### src/rtl/sst_pkg.sv
package sst_pkg;

	// Defaults and fixed field widths
	localparam int DEF_NUM_SLOTS = 64;
	localparam int SEQ_W         = 32;
	localparam int SLOT_W        = 6;
	localparam int MAXS_W        = 7;
	localparam int CNT_W         = 7;

	// Slots held by one cell of the chain
	localparam int CELL_SLOTS = 8;
	localparam int CELL_LW    = $clog2(CELL_SLOTS);

	localparam logic [MAXS_W-1:0] MAXS_RST = 7'd64;
	localparam logic [SEQ_W-1:0]  SEQ_INIT = 32'd1;

	// Result status codes
	localparam logic ST_OK   = 1'b0;
	localparam logic ST_FULL = 1'b1;

	typedef enum logic [1:0] {
		CMD_GET   = 2'd0,
		CMD_FREE  = 2'd1,
		CMD_BUMP  = 2'd2,
		CMD_CLEAR = 2'd3
	} cmd_t;

	// Control flags carried by the wave as it steps along the cells
	typedef struct packed {
		logic valid;
		cmd_t cmd;
		logic get_ok;    // count below limit when the item entered
		logic sid_ok;    // slot_id names an existing slot
		logic found;     // a free slot has been granted
		logic was_used;  // freed slot was in use
		logic high_hit;  // a used slot at or below the highest mark seen
	} wave_t;

endpackage

### src/rtl/sst_cell.sv
module sst_cell #(
	parameter int NUM_SLOTS = sst_pkg::DEF_NUM_SLOTS,
	parameter int CELL_IDX  = 0,
	localparam int IDX_W = $clog2(((NUM_SLOTS + sst_pkg::CELL_SLOTS - 1) /
		sst_pkg::CELL_SLOTS) * sst_pkg::CELL_SLOTS)
) (
	input  logic                     clk,
	input  logic                     arst_n,
	input  sst_pkg::wave_t           prv_wave,
	input  logic [IDX_W-1:0]         prv_sid,
	input  logic [IDX_W-1:0]         prv_idx,
	input  logic [IDX_W-1:0]         prv_high,
	input  logic [sst_pkg::SEQ_W-1:0] prv_seq,
	input  logic [IDX_W:0]           limit,
	input  logic [IDX_W-1:0]         hmark,
	output sst_pkg::wave_t           nxt_wave,
	output logic [IDX_W-1:0]         nxt_sid,
	output logic [IDX_W-1:0]         nxt_idx,
	output logic [IDX_W-1:0]         nxt_high,
	output logic [sst_pkg::SEQ_W-1:0] nxt_seq
);
	import sst_pkg::*;

	localparam int LIM_W = IDX_W + 1;
	localparam logic [IDX_W-1:0] BASE    = IDX_W'(CELL_IDX * CELL_SLOTS);
	localparam logic [IDX_W-1:0] CELL_NO = IDX_W'(CELL_IDX);

	logic [CELL_SLOTS-1:0] used_q, used_d;
	logic [SEQ_W-1:0]      seq_q [CELL_SLOTS];
	logic [SEQ_W-1:0]      seq_d [CELL_SLOTS];
	logic [CELL_SLOTS-1:0] free_m;
	logic [CELL_LW-1:0]    loc, pick;
	logic                  mine, hit;

	wave_t            wave_d, wave_q;
	logic [IDX_W-1:0] idx_d, high_d;
	logic [SEQ_W-1:0] sq_d;
	logic [IDX_W-1:0] sid_q, idx_q, high_q;
	logic [SEQ_W-1:0] sq_q;

	always_comb begin
		used_d = used_q;
		seq_d  = seq_q;
		wave_d = prv_wave;
		idx_d  = prv_idx;
		high_d = prv_high;
		sq_d   = prv_seq;
		loc    = prv_sid[CELL_LW-1:0];
		mine   = prv_wave.sid_ok && ((prv_sid >> CELL_LW) == CELL_NO);
		hit    = 1'b0;
		pick   = '0;

		for (int j = 0; j < CELL_SLOTS; j++) begin
			free_m[j] = !used_q[j] && (LIM_W'(BASE + IDX_W'(j)) < limit);
		end
		// lowest free slot wins
		for (int j = CELL_SLOTS - 1; j >= 0; j--) begin
			if (free_m[j]) begin
				hit  = 1'b1;
				pick = CELL_LW'(j);
			end
		end

		if (prv_wave.valid) begin
			unique case (prv_wave.cmd)
				CMD_GET: begin
					if (prv_wave.get_ok && !prv_wave.found && hit) begin
						used_d[pick] = 1'b1;
						wave_d.found = 1'b1;
						idx_d        = BASE + IDX_W'(pick);
						sq_d         = seq_q[pick];
					end
				end
				CMD_FREE: begin
					if (mine) begin
						wave_d.was_used = used_q[loc];
						used_d[loc]     = 1'b0;
					end
					// ascending, so the last hit is the highest used slot under the mark
					for (int j = 0; j < CELL_SLOTS; j++) begin
						if (used_d[j] && ((BASE + IDX_W'(j)) <= hmark)) begin
							wave_d.high_hit = 1'b1;
							high_d          = BASE + IDX_W'(j);
						end
					end
				end
				CMD_BUMP: begin
					if (mine) begin
						seq_d[loc] = seq_q[loc] + SEQ_W'(1);
					end
				end
				CMD_CLEAR: begin
					used_d = '0;
					for (int j = 0; j < CELL_SLOTS; j++) begin
						seq_d[j] = SEQ_INIT;
					end
				end
				default: begin
				end
			endcase
		end
	end

	always_ff @(posedge clk or negedge arst_n) begin
		if (!arst_n) begin
			used_q <= '0;
			for (int j = 0; j < CELL_SLOTS; j++) begin
				seq_q[j] <= SEQ_INIT;
			end
			wave_q <= '0;
		end else begin
			used_q <= used_d;
			seq_q  <= seq_d;
			wave_q <= wave_d;
		end
	end

	always_ff @(posedge clk) begin
		sid_q  <= prv_sid;
		idx_q  <= idx_d;
		high_q <= high_d;
		sq_q   <= sq_d;
	end

	assign nxt_wave = wave_q;
	assign nxt_sid  = sid_q;
	assign nxt_idx  = idx_q;
	assign nxt_high = high_q;
	assign nxt_seq  = sq_q;

endmodule

### config.mk
export PLATFORM = sky130hd
export DESIGN_NAME = sst_cell
export DESIGN_NICKNAME = d
export VERILOG_FILES = /design/src/rtl/sst_pkg.sv /design/src/rtl/sst_cell.sv
export SDC_FILE = /design/constraint.sdc
export NUM_CORES = 1
export LEC_CHECK = 0
export ABC_AREA = 1
export ABC_CLOCK_PERIOD_IN_PS = 2900
export BUFFER_PORTS_ARGS = -buffer_cell sky130_fd_sc_hd__buf_2
export CAP_MARGIN = 20
export CORE_AREA = 2 2 196 275
export DETAILED_ROUTE_END_ITERATION = 12
export DIE_AREA = 0 0 198 277
export SLEW_MARGIN = 20
export SYNTH_ARGS = -nofsm -noshare
export SYNTH_HDL_FRONTEND = slang
export SYNTH_SLANG_ARGS = --single-unit
### constraint.sdc
create_clock -name clk -period 2.9 [get_ports clk]
set_input_delay 0 -clock clk [delete_from_list [all_inputs] [get_ports clk]]
set_output_delay 0 -clock clk [all_outputs]
set_load 0.02 [all_outputs]
==> metrics.txt <==
sw frac 31.2%; synth warn 0; Routed WL 77700 µm; Hold Vio Cnt, Final 0; Sequential Power Share between 30% and 40%; final worst setup slack roughly 0.14 ns; Gate power share 20.1%; gr usage total 28.1%; fin area around 0.022 mm²; Die ar. ~0.055 mm²; pwr/cell area between 500 and 600 mW/mm²; die width between 150 and 200 µm; share of cells above drive strength 1 between 10% and 20%; Leak approximately 0.011 µW; RePlAce Congestion 1.02; asr flop ratio synth between 80 and 90%; Seq/Total Area, Yosys 43.2%; cells along the critical path dlygate4sd3_1 -> buf_2 -> inv_6 -> buf_12 -> nand2_1 -> o21ai_0 -> nand2_1 -> nand2_1 -> nand2_1 -> nand2_1 -> nand2_1 -> nor2_1 -> nand2_1 -> nor2_2 -> buf_4 -> or2_1 -> nand3_1 -> nand2_1; final-report setup violation count 0; hold crit path type in2reg; total CTS buffers 38; power consumption about 13000 µW; Mapped Nets between 2000 and 3000; post-synthesis register bit count about 320; largest net degree at the start of global routing ~130; # diodes 0; met3 Use GR between 3 and 4%; drt drc 0; clock power share slightly above 40%; Crit Path Class in2reg; area leader, netlist dfrtp_1; Max Root-Sink Buffers 3; Congestion Overflow GR 0; Critical Path RT ~3.4 ns; port buffer count 130; Post-synth EDFFs 0; Top cell by count, worst path nand2_1; CTS tree yes; crit path buf inv count 5; Final Max Tran Viols 0; met1 Resource Use GR about a third; slew margin rel. 32.1%; dominant synthesized flop cell dfrtp_1; Wirelength per Cell 21.6 µm; initial DRC count 2098; top cells by area, synth dfrtp_1, nand2_1, nand3_1; slew of the pin with the lowest slew margin just over 1 ns; sw power just over 4000 µW; Initial Util ~34%; via density per instance between 5 and 6; Post-Route Setup TNS 0 ns; global-route wire length before repair between 100000 and 150000 µm; VDD IR-drop max approximately 0.41 mV; clock skew about 0.017 ns; Clk pin slew, worst setup/hold paths ~0.06 ns; status completed; htree depth 2; fmax 362 MHz; pre-CTS setup slack about 0.09 ns; unrepaired setup endpoints after global routing false; CP Launch Type input pin; Area Overhead vs Synth 22.8%; Syn Area/Cell about 6.9 µm²; post-route minimum period 2.76 ns; I/O Pins approximately 130; Crit-path slowest cell dlygate4sd3_1; routing usage on met2 between 40% and 50%; Site Rows 100; Int Pwr ~8900 µW; top cell family by delay on the critical path simple AND/OR/NAND/NOR gates; Synth Cell Area around 0.018 mm²; die height between 200 and 300 µm; critical path peak fanout 45; Worst Path Arrival ~3.2 ns; vias in the first global route 19200; Max-Cap Viols 0; post-DP HPWL about 50000 µm; root buffer cell clkbuf_16; worst skew pair latency approximately 0.55 ns; Mapped Cells roughly 2600; Crit. End Element flip-flop; Netlist cell types between 40 and 50; number of nets still failing antenna checks after routing 0; Vias between 15000 and 20000; # nets final 2932; drt pass-1 iters 7; core footprint 0.0527 mm²; Final period util between 90% and 100%; global routing's busiest layer met2; Slowest Stage Delay on Critical Path 0.54 ns; initial antenna violation count 0; top cell type's share of synthesized area a little over a third; DP Area slightly above 0.02 mm²; R2R Setup Slk around 0.17 ns; # clock sinks between 300 and 400
[what timing repair did]
item                                   4_1_cts  5_1_grt
setup buffers                                0        3
endpoints found under the hold margin      200        0
gates resized for setup                      0        4
setup endpoints to repair                    0       42
hold buffers                                60        0
[power groups by stage]
stage / Sequential (µW) / Clock (µW) / Combinational [µW]
after floorplan: 5110 / 0 / 1320
after global placement: 5080 / 0 / 2430
after detailed placement: 5080 / 0 / 2450
after CTS: 5000 / 5460 / 2520
after global routing: 5040 / 5620 / 2770
final: 5010 / 5370 / 2610
[layout by cell type, fill, tap and decap left out, types with 2 or more instances in the layout]
master         netlist  routed
nand2_1            987     987
nand3_1            383     383
dfrtp_1            264     264
inv_1              197     197
nor2_1             189     186
buf_2               44     128
buf_4               10     115
o22ai_1             87      87
o21ai_0             87      85
dlygate4sd3_1        0      60
dfxtp_1             50      50
a21oi_1             41      41
clkbuf_16            0      39
nand4_1             27      27
or2_2               27      27
nand3_2             22      21
o21ai_1             26      20
nand2_2             21      20
nor2_2              16      14
inv_2               13      13
buf_12               0      13
o21ai_2              1       9
clkbuf_1            69       9
clkbuf_8             0       9
nor3_2               0       8
dfstp_2              8       8
a22oi_1              7       7
bufinv_16            0       7
nor2_4               0       5
or2_0                5       5
or2_1                5       5
xor2_1               5       5
nor3_1              12       4
inv_4                2       2
inv_6                1       2
nand3_4              1       2
o21bai_1             2       2
clkinv_2             0       2
[stage by stage]
step | utilization, % | hold slack [ns] | std cells
detailed placement | 38.4 | 0.0325 | 3469
CTS | 42.1 | 0.00229 | 3598
global placement | 38.4 | 0.0309 | 3469
global route | 42.2 | 0.0249 | 3601
finish | 42.2 | 0.0206 | 3601
floorplan | - | -0.296 | 2634
[path summary, 6_finish.rpt]
kind	endpoint	startpoint	depth (start not counted)
hold / removal	nxt_high[1]$_DFF_P_	hmark[1]	5
setup / recovery	seq_q[205]$_DFFE_PN0P_	prv_sid[0]	18
hold reg to reg	seq_q[17]$_DFFE_PN0P_	seq_q[17]$_DFFE_PN0P_	2
setup reg to reg	nxt_seq[27]$_DFF_P_	used_q[6]$_DFFE_PN0P_	15
max in group asynchronous	seq_q[64]$_DFFE_PN1P_	arst_n	3
min in group asynchronous	seq_q[245]$_DFFE_PN0P_	arst_n	2
[cell type report]
type	count	area (µm²)
inverters	214	813
flip-flops and latches	322	7820
clock inverters	12	245
repair buffers	319	2400
multi-input cells	1963	8930
clock buffers	57	1130
fillers	5390	30400
well taps	714	893
[flip-flops by register name, indices dropped and copies added (netlist names)]
| name | count |
|---|---|
| used_q | 8 |
| nxt_idx | 6 |
| nxt_seq | 32 |
| nxt_high | 6 |
| nxt_wave | 8 |
| seq_q | 256 |
| nxt_sid | 6 |
[Yosys cell counts (13+ instances only)]
cell        n
or2_2      27
nor2_2     16
buf_2      44
dfxtp_1    50
o21ai_1    26
nand3_1   383
dfrtp_1   264
nand2_1   987
inv_1     197
nand2_2    21
nor2_1    189
inv_2      13
nand3_2    22
nand4_1    27
clkbuf_1   69
o22ai_1    87
a21oi_1    41
o21ai_0    87
[routing by layer]
metal / wire [µm] / up-vias
met2: 37300 / 1111
met4: 5140 / 0
li1: - / 8922
met3: 6450 / 286
met1: 28800 / 9284
met5: 0 / -
[worst min-delay path, stage by stage]
cell      delay, ns
buf_2          0.12
o211ai_1       0.12
nand3_1        0.10
nor2_1         0.05
a21oi_1        0.12
[kinds of logic after synthesis]
| group | synth area share [%] |
|---|---|
| XOR/XNOR | 0.242 |
| AO/OA/AOI/OAI | 8.13 |
| AND/OR/NAND/NOR | 40.2 |
| adder cells (fa/ha/maj) | 0.0691 |
| flip-flops | 43.2 |
| buffers and inverters | 8.17 |
Note: power is estimated with default switching activity, not from simulation.
